`src/rtl/core/spa_pkg.sv`:
```
// Package of the slot pool allocator: sizes, codes and sequencer states.
`default_nettype none

package spa_pkg;

    // Default pool size and the width of one word of the used map.
    localparam int SPA_SLOTS = 256;
    localparam int WORD_W    = 16;
    localparam int BIT_W     = 4;

    // Command codes of an input transfer.
    localparam logic CMD_ALLOC   = 1'b0;
    localparam logic CMD_RELEASE = 1'b1;

    // Result status codes.
    typedef enum logic [1:0] {
        STATUS_OK   = 2'd0,
        STATUS_FULL = 2'd1,
        STATUS_BAD  = 2'd2
    } t_status;

    // Sequencer states.
    typedef enum logic [2:0] {
        ST_CLEAR,
        ST_IDLE,
        ST_MODIFY,
        ST_SCAN,
        ST_DONE
    } t_state;

endpackage

`default_nettype wire

```
`src/rtl/core/spa_if.sv`:
```
// Channel interfaces of the slot pool allocator: command channel and result channel.
`default_nettype none

interface spa_cmd_if;
    logic       valid;
    logic       ready;
    logic       command;
    logic [7:0] slot;

    modport source (output valid, output command, output slot, input ready);
    modport sink   (input valid, input command, input slot, output ready);
endinterface

interface spa_res_if;
    logic              valid;
    logic              ready;
    logic [1:0]        status;
    logic [7:0]        granted_slot;
    logic [8:0]        used_count;
    logic signed [8:0] highest_used;
    logic [8:0]        lowest_free;

    modport source (output valid, output status, output granted_slot, output used_count,
                    output highest_used, output lowest_free, input ready);
    modport sink   (input valid, input status, input granted_slot, input used_count,
                    input highest_used, input lowest_free, output ready);
endinterface

`default_nettype wire

```
`src/rtl/core/slot_pool_allocator.sv`:
```
// Top level of the slot pool allocator: sequencer, pool state and result register.
//
//  Channel   Direction  Payload                                             Handshake
//  i_cmd     in         command, slot                                       valid/ready
//  o_res     out        status, granted_slot, used_count, highest_used,     valid/ready
//                       lowest_free
//
// A transfer that touches the map passes from ST_IDLE through ST_MODIFY to ST_DONE, with
// ST_SCAN visiting further map words as a search needs (WORDS = ceil(SLOTS/16) in all);
// an allocate on a full pool or an out-of-range release skips the map and goes straight
// to ST_DONE. The single read port of the used-map memory and the shared word scanner
// set this order. After reset the map is cleared one word a cycle, with i_cmd not ready.
// A finished result waits in the output register while the next command is taken;
// the sequencer holds a further result until o_res has been drained.
`default_nettype none

module slot_pool_allocator #(
    parameter int SLOTS = spa_pkg::SPA_SLOTS
) (
    input  wire logic i_clk,
    input  wire logic i_rst_n,
    spa_cmd_if.sink   i_cmd,
    spa_res_if.source o_res
);
    import spa_pkg::*;

    localparam int IDX_W     = $clog2(SLOTS);
    localparam int HINT_W    = $clog2(SLOTS + 1);
    localparam int CNT_W     = HINT_W;
    localparam int TOP_W     = IDX_W + 1;
    localparam int WORDS     = (SLOTS + WORD_W - 1) / WORD_W;
    localparam int WADDR_W   = (WORDS > 1) ? $clog2(WORDS) : 1;
    localparam int LAST_BITS = SLOTS - WORD_W * (WORDS - 1);

    localparam logic [WORD_W-1:0]       LAST_MASK = WORD_W'((32'd1 << LAST_BITS) - 32'd1);
    localparam logic [WADDR_W-1:0]      LAST_ADDR = WADDR_W'(WORDS - 1);
    localparam logic [HINT_W-1:0]       HINT_FULL = HINT_W'(SLOTS);
    localparam logic signed [TOP_W-1:0] TOP_NONE  = '1;

    // Bits of a word that stand for real slots.
    function automatic logic [WORD_W-1:0] valid_mask(input logic [WADDR_W-1:0] addr);
        valid_mask = (addr == LAST_ADDR) ? LAST_MASK : '1;
    endfunction

    // Sequencer and pool state.
    t_state                    r_state, n_state;
    logic [WADDR_W-1:0]        r_clr_addr, n_clr_addr;
    logic [CNT_W-1:0]          r_count, n_count;
    logic signed [TOP_W-1:0]   r_top, n_top;
    logic [HINT_W-1:0]         r_hint, n_hint;
    logic                      r_out_valid, n_out_valid;

    // Working registers of the command in progress.
    logic                      r_cmd, n_cmd;
    logic [IDX_W-1:0]          r_idx, n_idx;
    logic [WADDR_W-1:0]        r_waddr, n_waddr;
    logic [BIT_W-1:0]          r_bit, n_bit;
    logic [WADDR_W-1:0]        r_eval_addr, n_eval_addr;
    logic [WADDR_W-1:0]        r_scan_addr, n_scan_addr;
    t_status                   r_status, n_status;
    logic [7:0]                r_grant, n_grant;

    // Output register.
    t_status                   r_o_status;
    logic [7:0]                r_o_grant;
    logic [8:0]                r_o_count;
    logic signed [8:0]         r_o_top;
    logic [8:0]                r_o_free;

    // Memory and scanner connections.
    logic                      mem_wr_en;
    logic [WADDR_W-1:0]        mem_wr_addr;
    logic [WORD_W-1:0]         mem_wr_data;
    logic [WADDR_W-1:0]        mem_rd_addr;
    logic [WORD_W-1:0]         mem_rd_data;
    logic [WORD_W-1:0]         sc_cand;
    logic                      sc_found;
    logic [BIT_W-1:0]          sc_pos;

    // Decode helpers.
    logic                      in_acc;
    logic                      is_alloc;
    logic                      acc_full;
    logic                      acc_range;
    logic [IDX_W-1:0]          acc_idx;
    logic [WORD_W-1:0]         bit_oh;
    logic [WORD_W-1:0]         mod_word;
    logic                      bit_used;
    logic                      is_top;
    logic                      mod_end;
    logic                      scan_end;
    logic [WADDR_W-1:0]        sc_base;
    logic [WADDR_W+BIT_W-1:0]  found_full;
    logic                      out_free;

    assign in_acc    = i_cmd.valid && i_cmd.ready;
    assign is_alloc  = (r_cmd == CMD_ALLOC);
    assign acc_full  = (r_hint == HINT_FULL);
    assign acc_range = (int'(i_cmd.slot) < SLOTS);
    assign acc_idx   = (i_cmd.command == CMD_ALLOC) ? IDX_W'(r_hint) : IDX_W'(i_cmd.slot);
    assign bit_oh    = WORD_W'(1) << r_bit;
    assign mod_word  = is_alloc ? (mem_rd_data | bit_oh) : (mem_rd_data & ~bit_oh);
    assign bit_used  = mem_rd_data[r_bit];
    assign is_top    = ($signed({1'b0, r_idx}) == r_top);
    assign mod_end   = is_alloc ? (r_waddr == LAST_ADDR) : (r_waddr == '0);
    assign scan_end  = is_alloc ? (r_eval_addr == LAST_ADDR) : (r_eval_addr == '0);
    assign out_free  = !r_out_valid || o_res.ready;

    // Candidate bits for the shared scanner: free slots upward, used slots downward.
    always_comb begin
        if (r_state == ST_SCAN) begin
            sc_base = r_eval_addr;
            sc_cand = is_alloc ? (~mem_rd_data & valid_mask(r_eval_addr)) : mem_rd_data;
        end else begin
            sc_base = r_waddr;
            sc_cand = is_alloc ? (~mod_word & valid_mask(r_waddr) & ({WORD_W{1'b1}} << r_bit))
                               : (mod_word & (bit_oh - WORD_W'(1)));
        end
    end

    assign found_full = {sc_base, sc_pos};

    spa_word_scan u_scan (
        .i_cand  (sc_cand),
        .i_down  (!is_alloc),
        .o_found (sc_found),
        .o_pos   (sc_pos)
    );

    spa_map_mem #(
        .DEPTH  (WORDS),
        .ADDR_W (WADDR_W)
    ) u_map (
        .i_clk     (i_clk),
        .i_wr_en   (mem_wr_en),
        .i_wr_addr (mem_wr_addr),
        .i_wr_data (mem_wr_data),
        .i_rd_addr (mem_rd_addr),
        .o_rd_data (mem_rd_data)
    );

    // Next state.
    always_comb begin
        n_state = r_state;
        unique case (r_state)
            ST_CLEAR: begin
                if (r_clr_addr == LAST_ADDR) begin
                    n_state = ST_IDLE;
                end
            end
            ST_IDLE: begin
                if (in_acc) begin
                    if (i_cmd.command == CMD_ALLOC) begin
                        n_state = acc_full ? ST_DONE : ST_MODIFY;
                    end else begin
                        n_state = acc_range ? ST_MODIFY : ST_DONE;
                    end
                end
            end
            ST_MODIFY: begin
                if (!is_alloc && (!bit_used || !is_top)) begin
                    n_state = ST_DONE;
                end else if (sc_found || mod_end) begin
                    n_state = ST_DONE;
                end else begin
                    n_state = ST_SCAN;
                end
            end
            ST_SCAN: begin
                if (sc_found || scan_end) begin
                    n_state = ST_DONE;
                end
            end
            ST_DONE: begin
                if (out_free) begin
                    n_state = ST_IDLE;
                end
            end
            default: n_state = ST_CLEAR;
        endcase
    end

    // Datapath updates and memory control.
    always_comb begin
        n_clr_addr  = r_clr_addr;
        n_count     = r_count;
        n_top       = r_top;
        n_hint      = r_hint;
        n_out_valid = r_out_valid && !o_res.ready;
        n_cmd       = r_cmd;
        n_idx       = r_idx;
        n_waddr     = r_waddr;
        n_bit       = r_bit;
        n_eval_addr = r_eval_addr;
        n_scan_addr = r_scan_addr;
        n_status    = r_status;
        n_grant     = r_grant;
        mem_wr_en   = 1'b0;
        mem_wr_addr = r_waddr;
        mem_wr_data = mod_word;
        mem_rd_addr = r_scan_addr;
        unique case (r_state)
            ST_CLEAR: begin
                mem_wr_en   = 1'b1;
                mem_wr_addr = r_clr_addr;
                mem_wr_data = '0;
                n_clr_addr  = r_clr_addr + WADDR_W'(1);
            end
            ST_IDLE: begin
                // Start the read of the target word as the command is taken.
                mem_rd_addr = WADDR_W'(acc_idx >> BIT_W);
                if (in_acc) begin
                    n_cmd   = i_cmd.command;
                    n_idx   = acc_idx;
                    n_waddr = WADDR_W'(acc_idx >> BIT_W);
                    n_bit   = BIT_W'(acc_idx);
                    n_grant = '0;
                    if (i_cmd.command == CMD_ALLOC) begin
                        n_status = acc_full ? STATUS_FULL : STATUS_OK;
                    end else begin
                        n_status = acc_range ? STATUS_OK : STATUS_BAD;
                    end
                end
            end
            ST_MODIFY: begin
                mem_rd_addr = is_alloc ? (r_waddr + WADDR_W'(1)) : (r_waddr - WADDR_W'(1));
                n_eval_addr = mem_rd_addr;
                n_scan_addr = is_alloc ? (r_waddr + WADDR_W'(2)) : (r_waddr - WADDR_W'(2));
                if (is_alloc) begin
                    // Grant the hinted slot, then look for the next free one above it.
                    mem_wr_en = 1'b1;
                    n_count   = r_count + CNT_W'(1);
                    n_grant   = 8'(r_idx);
                    if ($signed({1'b0, r_idx}) > r_top) begin
                        n_top = $signed({1'b0, r_idx});
                    end
                    if (sc_found) begin
                        n_hint = HINT_W'(found_full);
                    end else if (mod_end) begin
                        n_hint = HINT_FULL;
                    end
                end else if (!bit_used) begin
                    n_status = STATUS_BAD;
                end else begin
                    // Free the slot; a freed top slot starts a downward search.
                    mem_wr_en = 1'b1;
                    n_count   = r_count - CNT_W'(1);
                    if (HINT_W'(r_idx) < r_hint) begin
                        n_hint = HINT_W'(r_idx);
                    end
                    if (is_top) begin
                        if (sc_found) begin
                            n_top = $signed({1'b0, IDX_W'(found_full)});
                        end else if (mod_end) begin
                            n_top = TOP_NONE;
                        end
                    end
                end
            end
            ST_SCAN: begin
                // One word per cycle: evaluate the word read last cycle, fetch the next.
                n_eval_addr = r_scan_addr;
                n_scan_addr = is_alloc ? (r_scan_addr + WADDR_W'(1))
                                       : (r_scan_addr - WADDR_W'(1));
                if (sc_found) begin
                    if (is_alloc) begin
                        n_hint = HINT_W'(found_full);
                    end else begin
                        n_top = $signed({1'b0, IDX_W'(found_full)});
                    end
                end else if (scan_end) begin
                    if (is_alloc) begin
                        n_hint = HINT_FULL;
                    end else begin
                        n_top = TOP_NONE;
                    end
                end
            end
            ST_DONE: begin
                if (out_free) begin
                    n_out_valid = 1'b1;
                end
            end
            default: n_clr_addr = '0;
        endcase
    end

    // Control state.
    always_ff @(posedge i_clk) begin
        if (!i_rst_n) begin
            r_state     <= ST_CLEAR;
            r_clr_addr  <= '0;
            r_count     <= '0;
            r_top       <= TOP_NONE;
            r_hint      <= '0;
            r_out_valid <= 1'b0;
        end else begin
            r_state     <= n_state;
            r_clr_addr  <= n_clr_addr;
            r_count     <= n_count;
            r_top       <= n_top;
            r_hint      <= n_hint;
            r_out_valid <= n_out_valid;
        end
    end

    // Working registers.
    always_ff @(posedge i_clk) begin
        r_cmd       <= n_cmd;
        r_idx       <= n_idx;
        r_waddr     <= n_waddr;
        r_bit       <= n_bit;
        r_eval_addr <= n_eval_addr;
        r_scan_addr <= n_scan_addr;
        r_status    <= n_status;
        r_grant     <= n_grant;
    end

    // Result register, loaded when the finished result moves out of the sequencer.
    always_ff @(posedge i_clk) begin
        if (r_state == ST_DONE && out_free) begin
            r_o_status <= r_status;
            r_o_grant  <= r_grant;
            r_o_count  <= 9'(r_count);
            r_o_top    <= 9'(r_top);
            r_o_free   <= 9'(r_hint);
        end
    end

    assign i_cmd.ready        = (r_state == ST_IDLE);
    assign o_res.valid        = r_out_valid;
    assign o_res.status       = r_o_status;
    assign o_res.granted_slot = r_o_grant;
    assign o_res.used_count   = r_o_count;
    assign o_res.highest_used = r_o_top;
    assign o_res.lowest_free  = r_o_free;

    // The free hint and the count never pass the pool size.
    a_bounds: assert property (@(posedge i_clk) disable iff (!i_rst_n)
        (r_hint <= HINT_FULL) && (r_count <= CNT_W'(SLOTS)))
        else $error("slot count or free hint beyond the pool size");

    // Between commands, an empty pool has no top slot and vice versa.
    a_empty: assert property (@(posedge i_clk) disable iff (!i_rst_n)
        (r_state == ST_IDLE) |-> ((r_count == '0) == (r_top == TOP_NONE)))
        else $error("used count and highest used slot disagree");

    // Between commands, a full pool has no free hint and vice versa.
    a_full: assert property (@(posedge i_clk) disable iff (!i_rst_n)
        (r_state == ST_IDLE) |-> ((r_count == CNT_W'(SLOTS)) == (r_hint == HINT_FULL)))
        else $error("used count and lowest free slot disagree");

    // A taken command goes straight to the map update or to the result.
    a_start: assert property (@(posedge i_clk) disable iff (!i_rst_n)
        in_acc |=> (r_state == ST_MODIFY || r_state == ST_DONE))
        else $error("command transfer did not start the sequencer");

endmodule

`default_nettype wire

```
`src/rtl/core/spa_map_mem.sv`:
```
// Used-map memory: one write port and one registered read port, one word per address.
`default_nettype none

module spa_map_mem #(
    parameter int DEPTH  = 16,
    parameter int ADDR_W = 4
) (
    input  wire logic                       i_clk,
    input  wire logic                       i_wr_en,
    input  wire logic [ADDR_W-1:0]          i_wr_addr,
    input  wire logic [spa_pkg::WORD_W-1:0] i_wr_data,
    input  wire logic [ADDR_W-1:0]          i_rd_addr,
    output logic      [spa_pkg::WORD_W-1:0] o_rd_data
);
    import spa_pkg::*;

    logic [WORD_W-1:0] r_mem [DEPTH];
    logic [WORD_W-1:0] r_rd_data;

    // Write port.
    always_ff @(posedge i_clk) begin
        if (i_wr_en) begin
            r_mem[i_wr_addr] <= i_wr_data;
        end
    end

    // Registered read port.
    always_ff @(posedge i_clk) begin
        r_rd_data <= r_mem[i_rd_addr];
    end

    assign o_rd_data = r_rd_data;

endmodule

`default_nettype wire

```
`src/rtl/core/spa_word_scan.sv`:
```
// Shared word scanner: finds the lowest or the highest set bit of one map word.
`default_nettype none

module spa_word_scan (
    input  wire logic [spa_pkg::WORD_W-1:0] i_cand,
    input  wire logic                       i_down,
    output logic                            o_found,
    output logic      [spa_pkg::BIT_W-1:0]  o_pos
);
    import spa_pkg::*;

    // Priority encoder; the last match in loop order wins.
    always_comb begin
        o_found = |i_cand;
        o_pos   = '0;
        if (i_down) begin
            for (int i = 0; i < WORD_W; i++) begin
                if (i_cand[i]) begin
                    o_pos = BIT_W'(i);
                end
            end
        end else begin
            for (int i = WORD_W - 1; i >= 0; i--) begin
                if (i_cand[i]) begin
                    o_pos = BIT_W'(i);
                end
            end
        end
    end

endmodule

`default_nettype wire
```
`src/flat_wrapper.sv`:
```
// flat-port wrapper written by rule: the top's interface ports become plain ports
module slot_pool_allocator_flat import spa_pkg::*;
#(
    parameter int SLOTS = spa_pkg::SPA_SLOTS
)
  (i_clk, i_rst_n, i_cmd_valid, i_cmd_command, i_cmd_slot, i_cmd_ready, o_res_valid, o_res_status, o_res_granted_slot, o_res_used_count, o_res_highest_used, o_res_lowest_free, o_res_ready);
  spa_cmd_if i_cmd_i ();
  spa_res_if o_res_i ();
  input  wire logic i_clk;
  input  wire logic i_rst_n;
  input wire logic [$bits(i_cmd_i.valid)-1:0] i_cmd_valid;
  input wire logic [$bits(i_cmd_i.command)-1:0] i_cmd_command;
  input wire logic [$bits(i_cmd_i.slot)-1:0] i_cmd_slot;
  output wire logic [$bits(i_cmd_i.ready)-1:0] i_cmd_ready;
  output wire logic [$bits(o_res_i.valid)-1:0] o_res_valid;
  output wire logic [$bits(o_res_i.status)-1:0] o_res_status;
  output wire logic [$bits(o_res_i.granted_slot)-1:0] o_res_granted_slot;
  output wire logic [$bits(o_res_i.used_count)-1:0] o_res_used_count;
  output wire logic [$bits(o_res_i.highest_used)-1:0] o_res_highest_used;
  output wire logic [$bits(o_res_i.lowest_free)-1:0] o_res_lowest_free;
  input wire logic [$bits(o_res_i.ready)-1:0] o_res_ready;
  assign i_cmd_i.valid = i_cmd_valid;
  assign i_cmd_i.command = i_cmd_command;
  assign i_cmd_i.slot = i_cmd_slot;
  assign i_cmd_ready = i_cmd_i.ready;
  assign o_res_valid = o_res_i.valid;
  assign o_res_status = o_res_i.status;
  assign o_res_granted_slot = o_res_i.granted_slot;
  assign o_res_used_count = o_res_i.used_count;
  assign o_res_highest_used = o_res_i.highest_used;
  assign o_res_lowest_free = o_res_i.lowest_free;
  assign o_res_i.ready = o_res_ready;
  slot_pool_allocator #(.SLOTS(SLOTS)) u_core (.i_clk(i_clk), .i_rst_n(i_rst_n), .i_cmd(i_cmd_i), .o_res(o_res_i));
endmodule
```
`config.mk`:
```
export PLATFORM = sky130hd
export DESIGN_NAME = slot_pool_allocator_flat
export DESIGN_NICKNAME = d
export VERILOG_FILES = /design/src/rtl/core/spa_pkg.sv /design/src/rtl/core/spa_if.sv /design/src/rtl/core/slot_pool_allocator.sv /design/src/rtl/core/spa_map_mem.sv /design/src/rtl/core/spa_word_scan.sv /design/src/flat_wrapper.sv
export SDC_FILE = /design/constraint.sdc
export NUM_CORES = 1
export LEC_CHECK = 0
export BUFFER_PORTS_ARGS = -buffer_cell sky130_fd_sc_hd__buf_2
export CAP_MARGIN = 20
export CORE_ASPECT_RATIO = 0.9
export CORE_MARGIN = 2
export CORE_UTILIZATION = 59
export DETAILED_ROUTE_END_ITERATION = 10
export PLACE_DENSITY = 0.76
export SYNTH_ARGS = -nofsm -noshare
export SYNTH_HDL_FRONTEND = slang
export SYNTH_SLANG_ARGS = --single-unit
```
`constraint.sdc`:
```
create_clock -name i_clk -period 4.3 [get_ports i_clk]
set_input_delay 0.215 -clock i_clk [delete_from_list [all_inputs] [get_ports i_clk]]
set_output_delay 0.215 -clock i_clk [all_outputs]
set_load 0.03 [all_outputs]
```
# --- Word level (Yosys, flattened, before mapping) ---
# Memory sizes are Yosys's and may differ from the RTL's. A register that Yosys moved wholly into a read port is not among the register bits.
# Index checks and enable logic that the tools add are counted.
op_classes:
  magnitude_cmp: 3
  bitwise_logic: 7
  muxes: 99
  reduce_logical: 26
  n_addsub: 10
  n_eq_ne: 26
  shifts: 2
op_table:
  columns: ["op", "count"]
  rows:
  - ["2-to-1 mux 9 bit", 21]
  - ["2-to-1 mux 4 bit", 36]
  - ["2-to-1 mux 16 bit", 5]
  - ["bitwise AND 16 bit", 3]
  - ["inverter 16 bit", 3]
  - ["case mux 9 bit (2 select lines)", 2]
  - ["case mux 4 bit (2 select lines)", 4]
  - ["2-to-1 mux 3 bit", 8]
  - ["2-to-1 mux 8 bit", 3]
  - ["bitwise OR 16 bit", 1]
  - ["case mux 8 bit (2 select lines)", 1]
  - ["OR reduction 16 bit", 1]
  - ["left shift 1 x 4 -> 16 bit (first input constant)", 1]
  - ["left shift 16 x 4 -> 16 bit (first input constant)", 1]
  - ["subtractor 16 x 1 -> 16 bit (second input constant)", 1]
  - ["case mux 3 bit (5 select lines)", 1]
  - ["adder 4 x 1 -> 4 bit (second input constant)", 3]
  - ["== test 4 bit (second input constant)", 3]
  - ["inequality test 2 bit (second input constant)", 6]
  - ["2-to-1 mux 1 bit", 11]
  - ["adder 9 x 1 -> 9 bit (second input constant)", 1]
  - ["== test 9 bit", 1]
  - ["== test 9 bit (second input constant)", 1]
  - ["greater-than comparator 9 bit", 1]
  - ["30 further kinds", 54]
totals:
  ram_bits: 256
  wordCells: 193
  n_memories: 1
  in_bits: 13
  reg_bits: 107
  output_inout_bits: 39
mem_list:
  columns: ["name", "words", "width", "read_ports", "rd_ports_with_merged_regs", "wr", "line", "text"]
  rows:
  - ["u_core.u_map.r_mem", 16, 16, 1, 1, 1, "spa_map_mem.sv:17", "logic [WORD_W-1:0] r_mem [DEPTH];"]

# --- Longest topological paths before layout ---
logic_depth:
  word_depth: 30
  ltp_mapped: 14
  ltp_nobuf: 11

# --- Cells and area by module ---
# Synthesis repeated with hierarchy kept, for this count alone.
hier_totals:
  cells_unflattened: 1155
  hier_area_um2: 16477.1
by_module_without_submodules:
  columns: ["mod", "cells_per_inst", "seq_area_each_um2", "n_inst", "area_per_inst_um2"]
  rows:
  - ["spa_map_mem", 432, 8007.7, 1, 10043.4]
  - ["slot_pool_allocator", 668, 2622.5, 1, 6120.9]
  - ["spa_word_scan", 55, 0.0, 1, 312.8]

# --- Least setup slack after synthesis ---
# No wires, ideal clock.
synth_timing:
  path_type: "register -> register"
  from: "reg u_core.r_bit[1]"
  to: "reg u_core.r_top[1]"
  stages_incl_launch_ff: 12
  period_less_slack_ns: 3.226
  required_time_ns: 4.153
  setup_slack_ns: 1.074
  path_buffers: 1
  setup_ns: 0.147
  arrival_time_ns: 3.078
  cell_sequence: "edfxtp_1 -> buf_6 -> or4_4 -> ha_1 -> and2_1 -> a22o_1 -> o221ai_2 -> nor4b_1 -> a221oi_1 -> or4_1 -> o32ai_1 -> o211ai_1"
synth_via:
  elab_chain_len: 30
  word_cells_on_any_way: 57
  classes_between: "add/sub (1); eq/ne (3); shift (2); mux (43); bitwise (6); reduce/logical (2)"
synth_lines:
  columns: ["element", "line", "text"]
  rows:
  - ["from (decl)", "slot_pool_allocator.sv:57", "logic [BIT_W-1:0] r_bit, n_bit;"]
  - ["from (signal assigned)", "slot_pool_allocator.sv:312", "r_bit <= n_bit;"]
  - ["branches (longest 30 deep; another with subtractor 16 x 1 -> 16 bit)", null, null]
  - ["to (signal assigned)", "slot_pool_allocator.sv:301", "r_top <= n_top;"]
  - ["to (decl)", "slot_pool_allocator.sv:49", "logic signed [TOP_W-1:0] r_top, n_top;"]
# Several ways; the timed one is not identified. The select of a mux whose other input is x is not followed.
# A chain may end at the register's enable or synchronous reset.

# --- Worst setup path after layout ---
layout_timing:
  from: "reg u_core.r_idx[3]"
  to: "reg u_core.r_top[3]"
layout_via:
  elab_chain_len: 3
  word_cells_on_any_way: 8
  classes_between: "order compare (1); eq/ne (3); mux (3); reduce/logical (1)"
layout_lines:
  columns: ["element", "line", "text"]
  rows:
  - ["from (decl)", "slot_pool_allocator.sv:55", "logic [IDX_W-1:0] r_idx, n_idx;"]
  - ["from (signal assigned)", "slot_pool_allocator.sv:310", "r_idx <= n_idx;"]
  - ["greater-than comparator 9 bit, or another cell as far along", "slot_pool_allocator.sv:234", "if ($signed({1'b0, r_idx}) > r_top) begin"]
  - ["inequality test 3 x 1 -> 1 bit (no source line), or another cell as far along", null, null]
  - ["AND reduction 7 bit (no source line) / case mux 9 bit (2 select lines) (equally long branches)", null, null]
# Parallel ways exist; a longest one is shown, timed or not. The select of a mux whose other input is x is not followed.

==> results.py <==
metrics = {
    "cts": {
        "tritoncts_clock_tree": "done",
        "cts_resized": 0,
        "cts_root_buf": "sky130_fd_sc_hd__clkbuf_16",
        "ctsHoldBuffers": 0,
        "cts_made_buffers": 38,
        "clock_insertion_delay_worst_skew_ns": 0.53,
        "htreeDepth": 2,
        "cts.sink_count": 371,
        "clockBufferDepth": 3,
        "path_clk_slew_ns": 0.06,
        "post_cts_setup_inserts": 0,
    },
    "outcome": {
        "run_status": "completed",
    },
    "grt": {
        "grt_first_pass_wirelength_mm": 63.4,
        "maximum_number_of_pins_on_one_net_before_global_route_repair": 129,
        "via_count_of_the_first_global_routing_pass": 11100,
        "grt_antenna_before_repair": 0,
        "total_global_routing_overflow": 0,
        "grt_util_all_layers_pct": 27.3,
    },
    "critical_path": {
        "cp_max_fo": 17,
        "setup.worst_path.end_class": "flip-flop",
        "worstSetupPathType": "flip-flop to flip-flop",
        "worst_ep_required_time_ns": 4.67,
        "startpoint_kind_of_the_worst_setup_timing_path": "flip-flop",
        "cp.arrival_ns": 4.35,
    },
    "floorplanning": {
        "placeableCoreArea_um2": 28200,
        "design.portCount": 52,
        "fp.dieH_um": 165,
        "core.rowCount": 58,
        "start_util_pct": 60.4,
        "die-width_um": 183,
        "die_area_um2": 30200,
    },
    "sta": {
        "final.period_utilization_pct": 92.5,
        "setup_violators_final": 0,
        "relSlewSlack_pct": 23.6,
        "tightest_pin_transition_ns": 1.15,
        "fin_worst_skew_ns": 0.0167,
        "timing_hold_violations_final": 0,
        "report.final.slew_viol_count": 0,
        "finalSetupTns_ns": 0,
        "rsz0062_at_grt": "false",
        "max_clock_freq_ghz": 0.251,
        "finalCriticalPeriod_ns": 3.98,
    },
    "power": {
        "peakVddDrop_v": 0.000362,
        "power-per-cell-area_nw_per_um2": 384,
        "p_leak_uw": 0.00652,
    },
    "synthesis": {
        "gate_count_after_technology_mapping": 1416,
        "synth_top_flop_cell": "sky130_fd_sc_hd__edfxtp_1",
        "synth_cell_type_count": 91,
        "synth_area_per_cell_um2": 12.0,
        "ys_seq_elements": 371,
        "synth.cell_area_um2": 17000,
        "synth_fp_nets": 1461,
        "synth-seq-area-share_pct": 62.5,
        "synth-warning-count": 0,
        "async_flop_share_pct": 0,
        "synth_enable_flop_cells": 320,
    },
    "routing": {
        "route.vias.total": 11800,
        "vias_per_cell": 6.40,
        "drt-initial-drc-count": 1400,
        "ant_nets": 0,
        "remaining_drc_errors": 0,
        "wl_per_cell_um": 22.4,
        "wl_mm": 41.3,
        "drt_pre_antenna_iters": 6,
    },
    "cells_and_area": {
        "area_growth_syn_to_layout_pct": 11.6,
        "antenna_cells_inserted": 0,
        "nets": 1504,
        "most_frequent_cells_in_the_layout": "sky130_fd_sc_hd__edfxtp_1, sky130_fd_sc_hd__nand2_1, sky130_fd_sc_hd__a21oi_1, sky130_fd_sc_hd__a211oi_1, sky130_fd_sc_hd__nor2_1",
        "stdcell_area_um2": 19000,
        "drive_gt1_share_pct": 14.2,
        "final_core_utilization_pct": 67.4,
        "layout_commonest_cell": "sky130_fd_sc_hd__edfxtp_1",
    },
    "place": {
        "dpl-instance-area_um2": 17700,
        "place.port_buffers": 51,
        "hpwl_mm": 25.3,
        "place_congestion": 0.930,
    },
    "job": {
        "max_cap_violations": 0,
    },
    "worst_hold_path": {
        "timing.hold.worst.class": "primary input to flip-flop",
    },
}
## state kept, by name, summed over array words and instances, names as in the netlist
| name | cells |
|---|---|
| u_core.o_res.valid | 1 |
| u_core.o_res.granted_slot | 8 |
| u_core.r_clr_addr | 4 |
| u_core.r_bit | 3 |
| u_core.r_cmd | 1 |
| u_core.o_res.highest_used | 9 |
| u_core.r_idx | 1 |
| u_core.u_map.r_mem | 256 |
| u_core.u_map.o_rd_data | 16 |
| u_core.o_res.status | 2 |
| u_core.r_scan_addr | 4 |
| u_core.r_state | 3 |
| u_core.r_status | 2 |
| u_core.r_grant | 8 |
| u_core.r_hint | 9 |
| u_core.o_res.used_count | 9 |
| u_core.r_waddr | 4 |
| u_core.r_count | 9 |
| u_core.o_res.lowest_free | 9 |
| u_core.r_eval_addr | 4 |
| u_core.r_top | 9 |
## critical path: stages, from the launching register on
cell and delay [ns]:
sky130_fd_sc_hd__edfxtp_1 0.62, sky130_fd_sc_hd__or4_4 0.64, sky130_fd_sc_hd__ha_1 0.29, sky130_fd_sc_hd__nor4b_1 0.19, sky130_fd_sc_hd__a311oi_1 0.36, sky130_fd_sc_hd__o21a_1 0.22
sky130_fd_sc_hd__nand4_1 0.17, sky130_fd_sc_hd__nand4bb_4 0.43, sky130_fd_sc_hd__a21oi_4 0.35, sky130_fd_sc_hd__or3_1 0.40, sky130_fd_sc_hd__o211ai_1 0.16
## worst paths after layout
check                     from                           end  slack (ns)  cells after the start
max            u_core.r_idx[3]               u_core.r_top[3]        0.32                     10
min              i_cmd_slot[5]             u_core.r_waddr[1]        0.03                      2
max reg2reg    u_core.r_idx[3]               u_core.r_top[3]        0.32                     10
min reg2reg  u_core.r_grant[7]  u_core.o_res.granted_slot[7]        0.42                      0
## routing by layer
metal / GRT usage [%] / wire length, µm
met5: 0 / 0
met4: 8.15 / 1020
met3: 4.58 / 3080
met2: 42.7 / 19100
met1: 39.8 / 18100
## through the flow
step                      hold WS [ns]  power, µW  std cells  setup slack (ns)
final                           0.0267       7280       1848             0.323
after global routing            0.0312       7490       1848            0.0741
after CTS                       0.0197       7320       1845             0.376
after detailed placement         0.408       4120       1776             0.392
after global placement           0.405       4120       1776             0.532
after floorplan                  0.314       4070       1416              1.07
## layout make-up
class / count / area (µm²)
clock buffer: 55 / 1080
clock inverter: 14 / 146
tap: 360 / 450
sequential: 371 / 10600
multi-input combinational: 911 / 5850
fill: 2029 / 9180
timing repair buffer: 99 / 678
inverter: 38 / 143
## cell usage after synthesis, drive strengths merged, types with 4 or more instances
cell | number | area share (%)
a211o | 5 | 0.26
a211oi | 86 | 3.8
a21boi | 4 | 0.20
a21o | 6 | 0.26
a21oi | 89 | 2.7
a22oi | 5 | 0.22
a311oi | 34 | 1.8
a31oi | 48 | 1.8
and2 | 73 | 2.7
and3 | 6 | 0.22
buf | 49 | 1.9
clkbuf | 47 | 1.0
dfxtp | 51 | 6.0
edfxtp | 320 | 56
fa | 4 | 0.47
ha | 28 | 2.1
inv | 38 | 0.84
mux2i | 7 | 0.41
mux4 | 4 | 0.53
nand2 | 183 | 4.0
nand2b | 8 | 0.29
nand3 | 11 | 0.32
nand4 | 9 | 0.37
nor2 | 93 | 2.1
nor2b | 4 | 0.16
nor3 | 18 | 0.56
nor4 | 4 | 0.24
o211ai | 9 | 0.43
o21a | 9 | 0.40
o21ai | 51 | 1.5
o22ai | 7 | 0.34
o311ai | 4 | 0.35
o31a | 6 | 0.32
o31ai | 17 | 0.75
or3 | 8 | 0.29
or4 | 4 | 0.20
xnor2 | 15 | 0.77
## power by group
part | leakage (µW) | internal (µW) | total, µW | switching, µW
clock network | 0.000609 | 1880 | 3240 | 1350
registers | 0.00328 | 3920 | 3940 | 17.2
logic | 0.00264 | 29.3 | 109 | 79.9
## cell families (layout without fill, tap and decap cells)
family / count (synthesis) / count (layout) / share of synthesized area, %
mux: 14 / 14 / 1.14
compound gates: 406 / 406 / 16.5
simple gates: 441 / 441 / 12.6
fa+ha+maj: 32 / 32 / 2.53
flops: 371 / 371 / 62.5
buf+inv: 134 / 206 / 3.77
xor+xnor: 18 / 18 / 0.927
Note: power is estimated with default switching activity, not from simulation.
